--- src/rtl/core/wfba_pkg.sv ---
// Shared types and constants for the worst-fit block allocator.
// No dependencies; the allocator top level and the testbench refer to it by scoped names.
package wfba_pkg;

   // Field widths of the request and response words.
   localparam int MODE_W      = 1;
   localparam int REQ_IDX_W   = 4;
   localparam int REQ_SIZE_W  = 16;
   localparam int TOTAL_W     = 32;
   localparam int CSR_W       = 5;

   // Request word operation codes.
   localparam logic [MODE_W-1:0] MODE_LOAD    = 1'b0;
   localparam logic [MODE_W-1:0] MODE_REQUEST = 1'b1;

   // Saturation value of both totals.
   localparam logic [TOTAL_W-1:0] TOTAL_MAX = {TOTAL_W{1'b1}};

   typedef enum logic [1:0] {
      ST_IDLE,
      ST_SCAN,
      ST_WRITE
   } wfba_state_type;

endpackage

--- src/rtl/core/wfba_table.sv ---
// Free-size table: one write port and one read port with registered read data.
// Depends on nothing; instantiated by the allocator top level.
module wfba_table #(
   parameter int DEPTH = 16,
   parameter int WIDTH = 16,
   parameter int AW    = 4
) (
   input  logic             clock,
   input  logic             wr_en,
   input  logic [AW-1:0]    wr_addr,
   input  logic [WIDTH-1:0] wr_data,
   input  logic             rd_en,
   input  logic [AW-1:0]    rd_addr,
   output logic [WIDTH-1:0] rd_data
);

   logic [WIDTH-1:0] mem [DEPTH];
   logic [WIDTH-1:0] rd_data_ff;

   always_ff @(posedge clock) begin
      if (wr_en) begin
         mem[wr_addr] <= wr_data;
      end
   end

   always_ff @(posedge clock) begin
      if (rd_en) begin
         rd_data_ff <= mem[rd_addr];
      end
   end

   assign rd_data = rd_data_ff;

endmodule

--- src/rtl/core/wfba_fit_unit.sv ---
// Shared subtract-and-compare unit that keeps the best candidate of one scan.
// Depends on nothing; driven one table entry per cycle by the allocator sequencer.
module wfba_fit_unit #(
   parameter int SIZE_BITS = 16,
   parameter int IDX_W     = 4
) (
   input  logic                 clock,
   input  logic                 reset,
   input  logic                 clear,
   input  logic                 valid,
   input  logic [SIZE_BITS-1:0] free_size,
   input  logic [IDX_W-1:0]     entry_idx,
   input  logic [SIZE_BITS-1:0] req_size,
   output logic                 found,
   output logic [IDX_W-1:0]     best_idx,
   output logic [SIZE_BITS-1:0] best_left
);

   logic                 found_ff, found_in;
   logic [IDX_W-1:0]     best_idx_ff, best_idx_in;
   logic [SIZE_BITS-1:0] best_left_ff, best_left_in;
   logic [SIZE_BITS:0]   diff;
   logic                 fits;
   logic                 better;

   // The borrow out of the subtraction tells whether the entry can hold the request.
   assign diff   = {1'b0, free_size} - {1'b0, req_size};
   assign fits   = ~diff[SIZE_BITS];
   assign better = fits && (!found_ff || (diff[SIZE_BITS-1:0] > best_left_ff));

   always_comb begin
      found_in     = found_ff;
      best_idx_in  = best_idx_ff;
      best_left_in = best_left_ff;
      if (clear) begin
         found_in = 1'b0;
      end else if (valid && better) begin
         found_in     = 1'b1;
         best_idx_in  = entry_idx;
         best_left_in = diff[SIZE_BITS-1:0];
      end
   end

   always_ff @(posedge clock) begin
      if (reset) begin
         found_ff <= 1'b0;
      end else begin
         found_ff <= found_in;
      end
   end

   always_ff @(posedge clock) begin
      best_idx_ff  <= best_idx_in;
      best_left_ff <= best_left_in;
   end

   assign found     = found_ff;
   assign best_idx  = best_idx_ff;
   assign best_left = best_left_ff;

endmodule

--- src/rtl/core/worst_fit_block_allocator.sv ---
// Top level of the worst-fit block allocator: sequencer, totals and response register.
// Depends on wfba_pkg, wfba_table and wfba_fit_unit.
//
// Usage:
// A request word is taken at a rising edge where start is high and busy is low.
// A load word (mode 0) writes one table entry in that same cycle and leaves busy
// low, so loads can be issued back to back; a load to an index past the table
// is dropped and no response is produced for any load.
// A request word (mode 1) raises busy and reads entries 0 .. limit-1 one per
// cycle through the single table read port, where limit is blocks_in_use
// clamped to NUM_BLOCKS. One shared subtract-and-compare unit judges each entry.
// A request holds busy through the scan, while the last read travels to the compare
// unit, and through the write-back state. The response word is shown on the rsp_
// ports with rsp_valid high for exactly one cycle, starting at the edge where
// busy falls again. The receiver cannot stall, so the response is never held.
// blocks_in_use is written through csr_wr_en/csr_wr_data; the user must write it
// only while the block is idle, and the block itself does not enforce this.
// Reset clears the sequencer, both totals and blocks_in_use; the table contents
// are undefined until loaded.
module worst_fit_block_allocator #(
   parameter int NUM_BLOCKS = 16,
   parameter int SIZE_BITS  = 16
) (
   input  logic                                clock,
   input  logic                                reset,
   input  logic                                start,
   output logic                                busy,
   input  logic [wfba_pkg::MODE_W-1:0]         req_mode,
   input  logic [wfba_pkg::REQ_IDX_W-1:0]      req_block_index,
   input  logic [wfba_pkg::REQ_SIZE_W-1:0]     req_size,
   output logic                                rsp_valid,
   output logic                                rsp_granted,
   output logic [wfba_pkg::REQ_IDX_W-1:0]      rsp_chosen_block,
   output logic [wfba_pkg::TOTAL_W-1:0]        rsp_internal_total,
   output logic [wfba_pkg::TOTAL_W-1:0]        rsp_external_total,
   input  logic                                csr_wr_en,
   input  logic [wfba_pkg::CSR_W-1:0]          csr_wr_data
);

   localparam int IDX_W = (NUM_BLOCKS > 1) ? $clog2(NUM_BLOCKS) : 1;
   localparam int CNT_W = $clog2(NUM_BLOCKS + 1);

   wfba_pkg::wfba_state_type state_ff, state_in;

   logic [wfba_pkg::CSR_W-1:0]   blocks_in_use_ff, blocks_in_use_in;
   logic [CNT_W-1:0]             limit_ff, limit_in;
   logic [CNT_W-1:0]             addr_ff, addr_in;
   logic                         pend_ff, pend_in;
   logic [IDX_W-1:0]             cmp_idx_ff, cmp_idx_in;
   logic [SIZE_BITS-1:0]         size_ff, size_in;
   logic [wfba_pkg::TOTAL_W-1:0] int_sum_ff, int_sum_in;
   logic [wfba_pkg::TOTAL_W-1:0] ext_sum_ff, ext_sum_in;
   logic                         rsp_valid_ff, rsp_valid_in;
   logic                         rsp_granted_ff, rsp_granted_in;
   logic [wfba_pkg::REQ_IDX_W-1:0] rsp_chosen_ff, rsp_chosen_in;

   logic                 accept;
   logic                 load_hit;
   logic [CNT_W-1:0]     limit_clamped;
   logic                 rd_en;
   logic                 fit_clear;
   logic                 tbl_wr_en;
   logic [IDX_W-1:0]     tbl_wr_addr;
   logic [SIZE_BITS-1:0] tbl_wr_data;
   logic [SIZE_BITS-1:0] tbl_rd_data;
   logic [SIZE_BITS-1:0] req_size_cut;
   logic                 fit_found;
   logic [IDX_W-1:0]     fit_best_idx;
   logic [SIZE_BITS-1:0] fit_best_left;
   logic [wfba_pkg::TOTAL_W:0] sum_add;
   logic [wfba_pkg::TOTAL_W-1:0] sum_sat;

   assign accept       = start && !busy;
   assign req_size_cut = SIZE_BITS'(req_size);
   assign load_hit     = accept && (req_mode == wfba_pkg::MODE_LOAD) &&
                         (32'(req_block_index) < 32'(NUM_BLOCKS));
   assign limit_clamped = (32'(blocks_in_use_ff) > 32'(NUM_BLOCKS)) ?
                          CNT_W'(NUM_BLOCKS) : CNT_W'(blocks_in_use_ff);
   assign rd_en = (state_ff == wfba_pkg::ST_SCAN) && (addr_ff < limit_ff);

   // Next state.
   always_comb begin
      state_in = state_ff;
      case (state_ff)
         wfba_pkg::ST_IDLE: begin
            if (accept && (req_mode == wfba_pkg::MODE_REQUEST)) begin
               state_in = wfba_pkg::ST_SCAN;
            end
         end
         wfba_pkg::ST_SCAN: begin
            if (!rd_en && !pend_ff) begin
               state_in = wfba_pkg::ST_WRITE;
            end
         end
         wfba_pkg::ST_WRITE: begin
            state_in = wfba_pkg::ST_IDLE;
         end
         default: begin
            state_in = wfba_pkg::ST_IDLE;
         end
      endcase
   end

   // Saturating add shared by both totals; only one of them moves per request.
   assign sum_add = fit_found ?
                    ({1'b0, int_sum_ff} + (wfba_pkg::TOTAL_W + 1)'(fit_best_left)) :
                    ({1'b0, ext_sum_ff} + (wfba_pkg::TOTAL_W + 1)'(size_ff));
   assign sum_sat = sum_add[wfba_pkg::TOTAL_W] ? wfba_pkg::TOTAL_MAX :
                    sum_add[wfba_pkg::TOTAL_W-1:0];

   // Outputs and datapath register updates.
   always_comb begin
      busy             = 1'b1;
      blocks_in_use_in = blocks_in_use_ff;
      limit_in         = limit_ff;
      addr_in          = addr_ff;
      pend_in          = 1'b0;
      cmp_idx_in       = cmp_idx_ff;
      size_in          = size_ff;
      int_sum_in       = int_sum_ff;
      ext_sum_in       = ext_sum_ff;
      rsp_valid_in     = 1'b0;
      rsp_granted_in   = rsp_granted_ff;
      rsp_chosen_in    = rsp_chosen_ff;
      fit_clear        = 1'b0;
      tbl_wr_en        = load_hit;
      tbl_wr_addr      = IDX_W'(req_block_index);
      tbl_wr_data      = req_size_cut;
      if (csr_wr_en) begin
         blocks_in_use_in = csr_wr_data;
      end
      case (state_ff)
         wfba_pkg::ST_IDLE: begin
            busy = 1'b0;
            if (accept) begin
               limit_in  = limit_clamped;
               addr_in   = '0;
               size_in   = req_size_cut;
               fit_clear = 1'b1;
            end
         end
         wfba_pkg::ST_SCAN: begin
            pend_in = rd_en;
            if (rd_en) begin
               addr_in    = addr_ff + CNT_W'(1);
               cmp_idx_in = addr_ff[IDX_W-1:0];
            end
         end
         wfba_pkg::ST_WRITE: begin
            tbl_wr_en      = fit_found;
            tbl_wr_addr    = fit_best_idx;
            tbl_wr_data    = fit_best_left;
            rsp_valid_in   = 1'b1;
            rsp_granted_in = fit_found;
            rsp_chosen_in  = fit_found ? wfba_pkg::REQ_IDX_W'(fit_best_idx) : '0;
            if (fit_found) begin
               int_sum_in = sum_sat;
            end else begin
               ext_sum_in = sum_sat;
            end
         end
         default: begin
            busy = 1'b1;
         end
      endcase
   end

   always_ff @(posedge clock) begin
      if (reset) begin
         state_ff         <= wfba_pkg::ST_IDLE;
         blocks_in_use_ff <= '0;
         pend_ff          <= 1'b0;
         int_sum_ff       <= '0;
         ext_sum_ff       <= '0;
         rsp_valid_ff     <= 1'b0;
      end else begin
         state_ff         <= state_in;
         blocks_in_use_ff <= blocks_in_use_in;
         pend_ff          <= pend_in;
         int_sum_ff       <= int_sum_in;
         ext_sum_ff       <= ext_sum_in;
         rsp_valid_ff     <= rsp_valid_in;
      end
   end

   always_ff @(posedge clock) begin
      limit_ff       <= limit_in;
      addr_ff        <= addr_in;
      cmp_idx_ff     <= cmp_idx_in;
      size_ff        <= size_in;
      rsp_granted_ff <= rsp_granted_in;
      rsp_chosen_ff  <= rsp_chosen_in;
   end

   wfba_table #(
      .DEPTH (NUM_BLOCKS),
      .WIDTH (SIZE_BITS),
      .AW    (IDX_W)
   ) u_table (
      .clock   (clock),
      .wr_en   (tbl_wr_en),
      .wr_addr (tbl_wr_addr),
      .wr_data (tbl_wr_data),
      .rd_en   (rd_en),
      .rd_addr (addr_ff[IDX_W-1:0]),
      .rd_data (tbl_rd_data)
   );

   wfba_fit_unit #(
      .SIZE_BITS (SIZE_BITS),
      .IDX_W     (IDX_W)
   ) u_fit (
      .clock     (clock),
      .reset     (reset),
      .clear     (fit_clear),
      .valid     (pend_ff),
      .free_size (tbl_rd_data),
      .entry_idx (cmp_idx_ff),
      .req_size  (size_ff),
      .found     (fit_found),
      .best_idx  (fit_best_idx),
      .best_left (fit_best_left)
   );

   assign rsp_valid          = rsp_valid_ff;
   assign rsp_granted        = rsp_granted_ff;
   assign rsp_chosen_block   = rsp_chosen_ff;
   assign rsp_internal_total = int_sum_ff;
   assign rsp_external_total = ext_sum_ff;

`ifndef SYNTH
   // A response word only ever follows the write-back cycle of a request.
   a_rsp_after_write: assert property (@(posedge clock) disable iff (reset)
      rsp_valid |-> $past(state_ff == wfba_pkg::ST_WRITE))
      else $error("response strobe without a preceding write-back");

   // A refused request always reports block zero.
   a_refused_zero: assert property (@(posedge clock) disable iff (reset)
      (rsp_valid && !rsp_granted) |-> (rsp_chosen_block == '0))
      else $error("refused request reports a nonzero block");

   // The scan address never runs past the clamped entry count.
   a_scan_bound: assert property (@(posedge clock) disable iff (reset)
      (state_ff == wfba_pkg::ST_SCAN) |-> (addr_ff <= limit_ff))
      else $error("scan address beyond the searched range");
`endif

endmodule

--- config.mk ---
export PLATFORM = sky130hd
export DESIGN_NAME = worst_fit_block_allocator
export DESIGN_NICKNAME = d
export VERILOG_FILES = /design/src/rtl/core/wfba_pkg.sv /design/src/rtl/core/wfba_table.sv /design/src/rtl/core/wfba_fit_unit.sv /design/src/rtl/core/worst_fit_block_allocator.sv
export SDC_FILE = /design/constraint.sdc
export NUM_CORES = 1
export LEC_CHECK = 0
export ABC_CLOCK_PERIOD_IN_PS = 6000
export BUFFER_PORTS_ARGS = -buffer_cell sky130_fd_sc_hd__buf_4
export CAP_MARGIN = 40
export CORE_MARGIN = 2
export CORE_UTILIZATION = 48
export DETAILED_ROUTE_END_ITERATION = 7
export GPL_TIMING_DRIVEN = 1
export PLACE_DENSITY = 0.72
export SETUP_SLACK_MARGIN = 0.15
export SYNTH_ARGS = -nofsm -noshare
export SYNTH_HDL_FRONTEND = slang
export SYNTH_HIERARCHICAL = 1
export SYNTH_SLANG_ARGS = --single-unit
--- constraint.sdc ---
create_clock -name clock -period 6 [get_ports clock]
set_input_delay 0.6 -clock clock [delete_from_list [all_inputs] [get_ports clock]]
set_output_delay 0.6 -clock clock [all_outputs]
set_load 0.01 [all_outputs]
## Word level (Yosys, flattened, before mapping)

Memories as Yosys holds them, arrays and structs flattened. A register that Yosys moved wholly into a read port is not among the register bits.
Index checks and enable logic that the tools add are counted.

| word-level totals | value |
|---|---|
| memories kept | 1 |
| output and inout bits | 71 |
| register bits | 129 |
| memory bits (read-only) | 0 |
| input bits | 30 |
| word-level logic and storage cells | 73 |
| bits in latches | 0 |
| RAM bits | 256 |

| cells by class | value |
|---|---|
| $lt $le $gt $ge | 3 |
| add/sub/neg operators | 4 |
| bitwise operators | 5 |
| div/mod/pow operators | 0 |
| shifts and indexed selects | 0 |
| eq/ne operators | 6 |
| reduce and logical (&&, ||, !) cells | 22 |
| multiply operators | 0 |
| multiplexer cells | 17 |

Memory list:

| name | words | bits a word | rd ports | clocked after Yosys merged registers in | write ports | line | text |
|---|---|---|---|---|---|---|---|
| u_table.mem | 16 | 16 | 1 | 1 | 1 | wfba_table.sv:17 | `logic [WIDTH-1:0] mem [DEPTH];` |

Operators by type and width:

| kind | number |
|---|---|
| $add A32 B16 Y33 | 2 |
| $mux W33 | 1 |
| $mux W32 | 1 |
| $sub A16 B16 Y17 | 1 |
| $gt A16 B16 Y1 | 1 |
| $mux W16 | 1 |
| $reduce_and A2 Y1 | 6 |
| $mux W5 | 2 |
| $pmux W5 S2 | 1 |
| $logic_and A1 B1 Y1 | 7 |
| $mux W1 | 7 |
| $add A5 B1 Y5 const B | 1 |
| $gt A5 B5 Y1 const B | 1 |
| $lt A5 B5 Y1 | 1 |
| $not A1 Y1 | 5 |
| $mux W2 | 2 |
| $mux W4 | 1 |
| $ne A2 B1 Y1 const B | 2 |
| $ne A2 B2 Y1 const B | 2 |
| $pmux W2 S2 | 1 |
| $reduce_or A2 Y1 | 2 |
| $logic_not A1 Y1 | 3 |
| $reduce_and A3 Y1 | 1 |
| $eq A2 B1 Y1 const B | 1 |
| other kinds (4) | 4 |

## Logic depth before layout (Yosys ltp)

| depth | value |
|---|---|
| word-level depth | 6 |
| depth in mapped cells | 17 |
| mapped depth without buffers | 17 |

## Hierarchy

Netlist, hierarchy kept.

Modules (own cells, without submodules):

| module | cells an instance | area an instance (um^2) | instances | seq. area each (um^2) |
|---|---|---|---|---|
| wfba_table | 432 | 10202.3 | 1 | 8167.8 |
| worst_fit_block_allocator | 704 | 6194.7 | 1 | 2512.4 |
| wfba_fit_unit | 200 | 1878.1 | 1 | 620.6 |

## Worst setup path after synthesis

Ideal clock, no wire load.

| timing path | value |
|---|---|
| path type | register to register |
| start point | register u_table.rd_data_ff[0], in the netlist u_table/rd_data[0], read port of u_table.mem |
| end point | register u_fit.best_idx_ff[0], in the netlist u_fit/best_idx[0] (enable) |
| slack | 1.334 ns |
| library setup time | 0.417 ns |
| period minus slack after synthesis | 4.666 ns |
| arrival time | 4.249 ns |
| data required time | 5.583 ns |
| path buffers | 0 |
| stages on the path, launching flop included | 16 |
| cells stage by stage | edfxtp_1 inv_1 ha_1 inv_1 fa_1 a211oi_1 o21bai_1 a21oi_2 o21bai_1 a21o_1 xor2_1 ha_1 nand4_1 nor4_1 a221oi_1 a2111oi_2 |

| between the ends | value |
|---|---|
| word-level cells in the longest chain between the ends | 6 |
| elaborated cells on any way between the ends | 7 |
| classes of those cells | add/sub: 1; order compare: 1; bitwise: 1; reduce/logical: 4 |

Ends and longest elaborated chain:

| what | line | text |
|---|---|---|
| start, declared | wfba_table.sv:18 | `logic [WIDTH-1:0] rd_data_ff;` |
| $sub A16 B16 Y17 | wfba_fit_unit.sv:27 | `assign diff = {1'b0, free_size} - {1'b0, req_size};` |
| via u_fit.diff[8] | wfba_fit_unit.sv:22 | `logic [SIZE_BITS:0] diff;` |
| $gt A16 B16 Y1 | wfba_fit_unit.sv:29 | `assign better = fits && (!found_ff \|\| (diff[SIZE_BITS-1:0] > best_left_ff));` |
| $logic_or A1 B1 Y1 | wfba_fit_unit.sv:29 |  |
| $logic_and A1 B1 Y1 | wfba_fit_unit.sv:29 |  |
| $logic_and A1 B1 Y1 | wfba_fit_unit.sv:37 | `end else if (valid && better) begin` |
| $reduce_and A2 Y1 (no source line) | -- |  |
| end signal, assigned | wfba_fit_unit.sv:53 | `best_idx_ff <= best_idx_in;` |
| end, declared | wfba_fit_unit.sv:20 | `logic [IDX_W-1:0] best_idx_ff, best_idx_in;` |

The timed path passes the listed nets, and every way through them passes these cells.
A chain may end at the register's enable or synchronous reset.

## Final worst setup path

Same ends and word-level chain as after synthesis.

==> out/results.tsv <==
stage	metric	value	unit
status	outcome	finished clean	
route	final WL	43.0	mm
sta	Slew @ Worst Pin	0.836	ns
power	Pint	4.80	mW
setup_path	critical path class	flop to flop	
power	VDD IR max	187	uV
sta	fmax	0.206	GHz
synthesis	Post-synth EDFFs	327	
synthesis	Synth Register Bits	401	
die	Core Box Area	37600	sq um
route	Via Count	11800	
setup_path	Setup crit end kind	flop	
global_route	initial antenna violation count	1	
setup_path	Worst setup SP type	flop	
final_layout	fin area	21100	sq um
sta	slew margin rel.	0.443	
synthesis	Syn Nets	1438	
synthesis	Mapped Cells	1336	
final_layout	Layout area overhead	15.4	%
synthesis	Synth async-reset ratio	0	
synthesis	post-synthesis sequential area ratio	0.618	
route	Initial DRC Count	825	
cts	TritonCTS clock tree	yes	
setup_path	Setup crit start	u_table/rd_data[0]	
sta	final worst path period share	0.809	
cts	Worst-path clk slew	0.06	ns
final_layout	Final Util	0.561	
setup_path	Setup crit end	u_fit/best_idx[0]	
power	switch share	0.243	
setup_path	FF-to-FF Start	u_table/rd_data[0]	
cts	H-tree Lvls	2	
power	Leakage	7.71	nW
synthesis	synth unique cells	79	
cts	clk_lat worst skew	0.57	ns
cts	# clock sinks	401	
cts	CTS Hold Bufs	0	
setup_path	Critical R2R Capture	u_fit/best_idx[0]	
synthesis	average size of a mapped cell	13.7	sq um
cts	post-CTS setup buffers	0	
cts	CTS max path bufs	3	
global_route	Tot GR Track Use	0.218	
power	sequential power share	0.495	
sta	clock skew	0.0173	ns
power	Net Sw Power	1.54	mW
power	Power Density	301	nW/um^2
global_route	first-pass GRT wire length	65.7	mm
setup_path	worst r2r path cells	16	
final_layout	commonest cells after routing, fill and taps aside	327 x edfxtp_1, 130 x buf_4, 116 x nand2_1	
min_path	Hold Crit Class	primary input to flop	
setup_path	largest fanout on the critical path	12	
cts	post-CTS sizing	0	
placed_design	Final HPWL DP	29.5	mm
synthesis	Top FF cell, synth	edfxtp_1	
sta	Hold Violations, Final	0	
power	Tot Pwr	6.34	mW
placed_design	final RePlAce weighted congestion	0.887	
die	die area	39600	sq um
sta	post-layout min period	4.86	ns
die	DIE HEIGHT	199	um
placed_design	Placed Instance Area	19800	sq um
power	clock network fraction of design power	0.393	
die	Starting Density	0.486	
global_route	pin count of the biggest net entering global routing	46	
job	Max Cap Violations	0	
route	vias per inst	5.88	
synthesis	Synth Cell Area	18300	sq um
final_layout	share of layout cells above drive strength 1	0.183	
setup_path	Worst Path Required	6.24	ns
route	antenna viol nets, final	0	
die	Die X-Extent	199	um
synthesis	Synth warnings	6	
cts	Root Driver	clkbuf_16	
placed_design	IO Port Bufs	100	
die	Core Rows	71	
sta	Slew Viols, Final	0	
sta	final setup vio count	0	
final_layout	Nets	1565	
die	I/O pin cnt	101	
final_layout	most common cell after layout, fill and taps aside	edfxtp_1	
setup_path	crit path DAT	5.10	ns
global_route	GR Overflow Total	0	
route	Remaining DRCs	0	
power	Logic pwr share	0.112	
sta	RSZ-0062 raised after global routing	no	
setup_path	FF-to-FF setup slack	1.14	ns
sta	Fin Setup TNS	0	ns
route	DRT Pass-1 Iters	5	
cts	Num CTS Buffers	41	
route	WL/cell	21.5	um
global_route	number of global-route vias before repair	11400	
==> how the worst min path moves through the flow <==
stage,from,end,cells after the start
6_report,req_size[14],size_ff[14],1
5_1_grt,req_size[14],size_ff[14],1
4_1_cts,req_size[14],size_ff[14],1
3_5_place_dp,cmp_idx_ff[3],u_fit/best_idx[3],0
3_3_place_gp,cmp_idx_ff[1],u_fit/best_idx[1],0
2_1_floorplan,cmp_idx_ff[0],u_fit/best_idx[0],0
==> cell type report <==
class	count	area [sq um]
clock inverters	23	245
diodes	1	2.50
repair buffers	134	1060
well taps	511	639
inverters	58	218
flip-flops and latches	401	11300
clock buffers	48	1060
multi-input cells	827	6560
fillers	2953	16500
==> kinds of logic after synthesis <==
group	synth area share
xor+xnor	0.0192
flops	0.618
simple gates	0.0926
compound gates	0.109
mux	0.0848
fa+ha+maj	0.0505
buf+inv	0.0251
==> layer usage <==
metal / track usage / share of wire / vias up
li1: - / - / 5441
met1: 0.287 / 0.41 / 5840
met2: 0.376 / 0.50 / 423
met3: 0.0324 / 0.063 / 65
met4: 0.0616 / 0.024 / 0
met5: 0 / 0 / -
==> registers in the layout, indices dropped and copies added (netlist names) <==
| signal | cells |
|---|---|
| u_fit/found | 1 |
| limit_ff | 5 |
| state_ff | 2 |
| rsp_valid | 1 |
| cmp_idx_ff | 4 |
| rsp_external_total | 32 |
| rsp_chosen_block | 4 |
| u_fit/best_left | 16 |
| rsp_granted | 1 |
| u_table/mem | 256 |
| size_ff | 16 |
| u_table/rd_data | 16 |
| rsp_internal_total | 32 |
| blocks_in_use_ff | 5 |
| pend_ff | 1 |
| addr_ff | 5 |
| u_fit/best_idx | 4 |
==> synthesized netlist by cell type, drive strengths merged (6+ instances only) <==
cell	number	area share
a21oi	57	0.016
a31oi	24	0.0090
nor4	6	0.0021
a311oi	14	0.0077
ha	69	0.047
nor2b	12	0.0041
clkbuf	31	0.0064
o21a	8	0.0033
inv	58	0.012
nand4	6	0.0021
nor2	90	0.019
nor3	35	0.0096
o21ai	68	0.019
a22oi	33	0.014
xnor2	17	0.0081
o21bai	7	0.0035
edfxtp	327	0.54
buf	19	0.0068
o211ai	7	0.0029
nand2b	8	0.0027
mux2i	6	0.0033
nand3	18	0.0052
xor2	23	0.011
and3	18	0.0062
mux4	64	0.081
a211oi	15	0.0062
dfxtp	74	0.081
a21o	18	0.0074
and4	6	0.0029
and2	11	0.0038
nand2	116	0.024
==> power groups by stage <==
| stage | clock [mW] | combinational (mW) | sequential [mW] |
|---|---|---|---|
| 2_1_floorplan | 0 | 0.494 | 3.18 |
| 3_3_place_gp | 0 | 0.683 | 3.19 |
| 3_5_place_dp | 0 | 0.707 | 3.19 |
| 4_1_cts | 2.54 | 0.710 | 3.13 |
| 5_1_grt | 2.64 | 0.781 | 3.14 |
| 6_report | 2.49 | 0.710 | 3.13 |
==> stage by stage <==
step	std cells	hold slack (ns)	setup WS, ns
2_1_floorplan	1336	0.400	1.33
3_3_place_gp	1926	0.401	1.32
3_5_place_dp	1931	0.405	1.25
4_1_cts	2002	0.212	1.23
5_1_grt	2002	0.216	0.899
6_report	2003	0.232	1.14
==> worst max-delay path: stages (launching register included) <==
cell and delay (ns):
edfxtp_1 0.37, inv_1 0.07, ha_1 0.16, inv_1 0.06
fa_1 0.42, a211oi_1 0.36, o21bai_1 0.15, a21oi_2 0.23
o21bai_1 0.09, a21o_1 0.18, xor2_1 0.16, ha_1 0.28
nand4_1 0.12, nor4_1 0.54, a221oi_1 0.22, a2111oi_4 0.77
buf_4 0.36
Note: power is estimated with default switching activity, not from simulation.
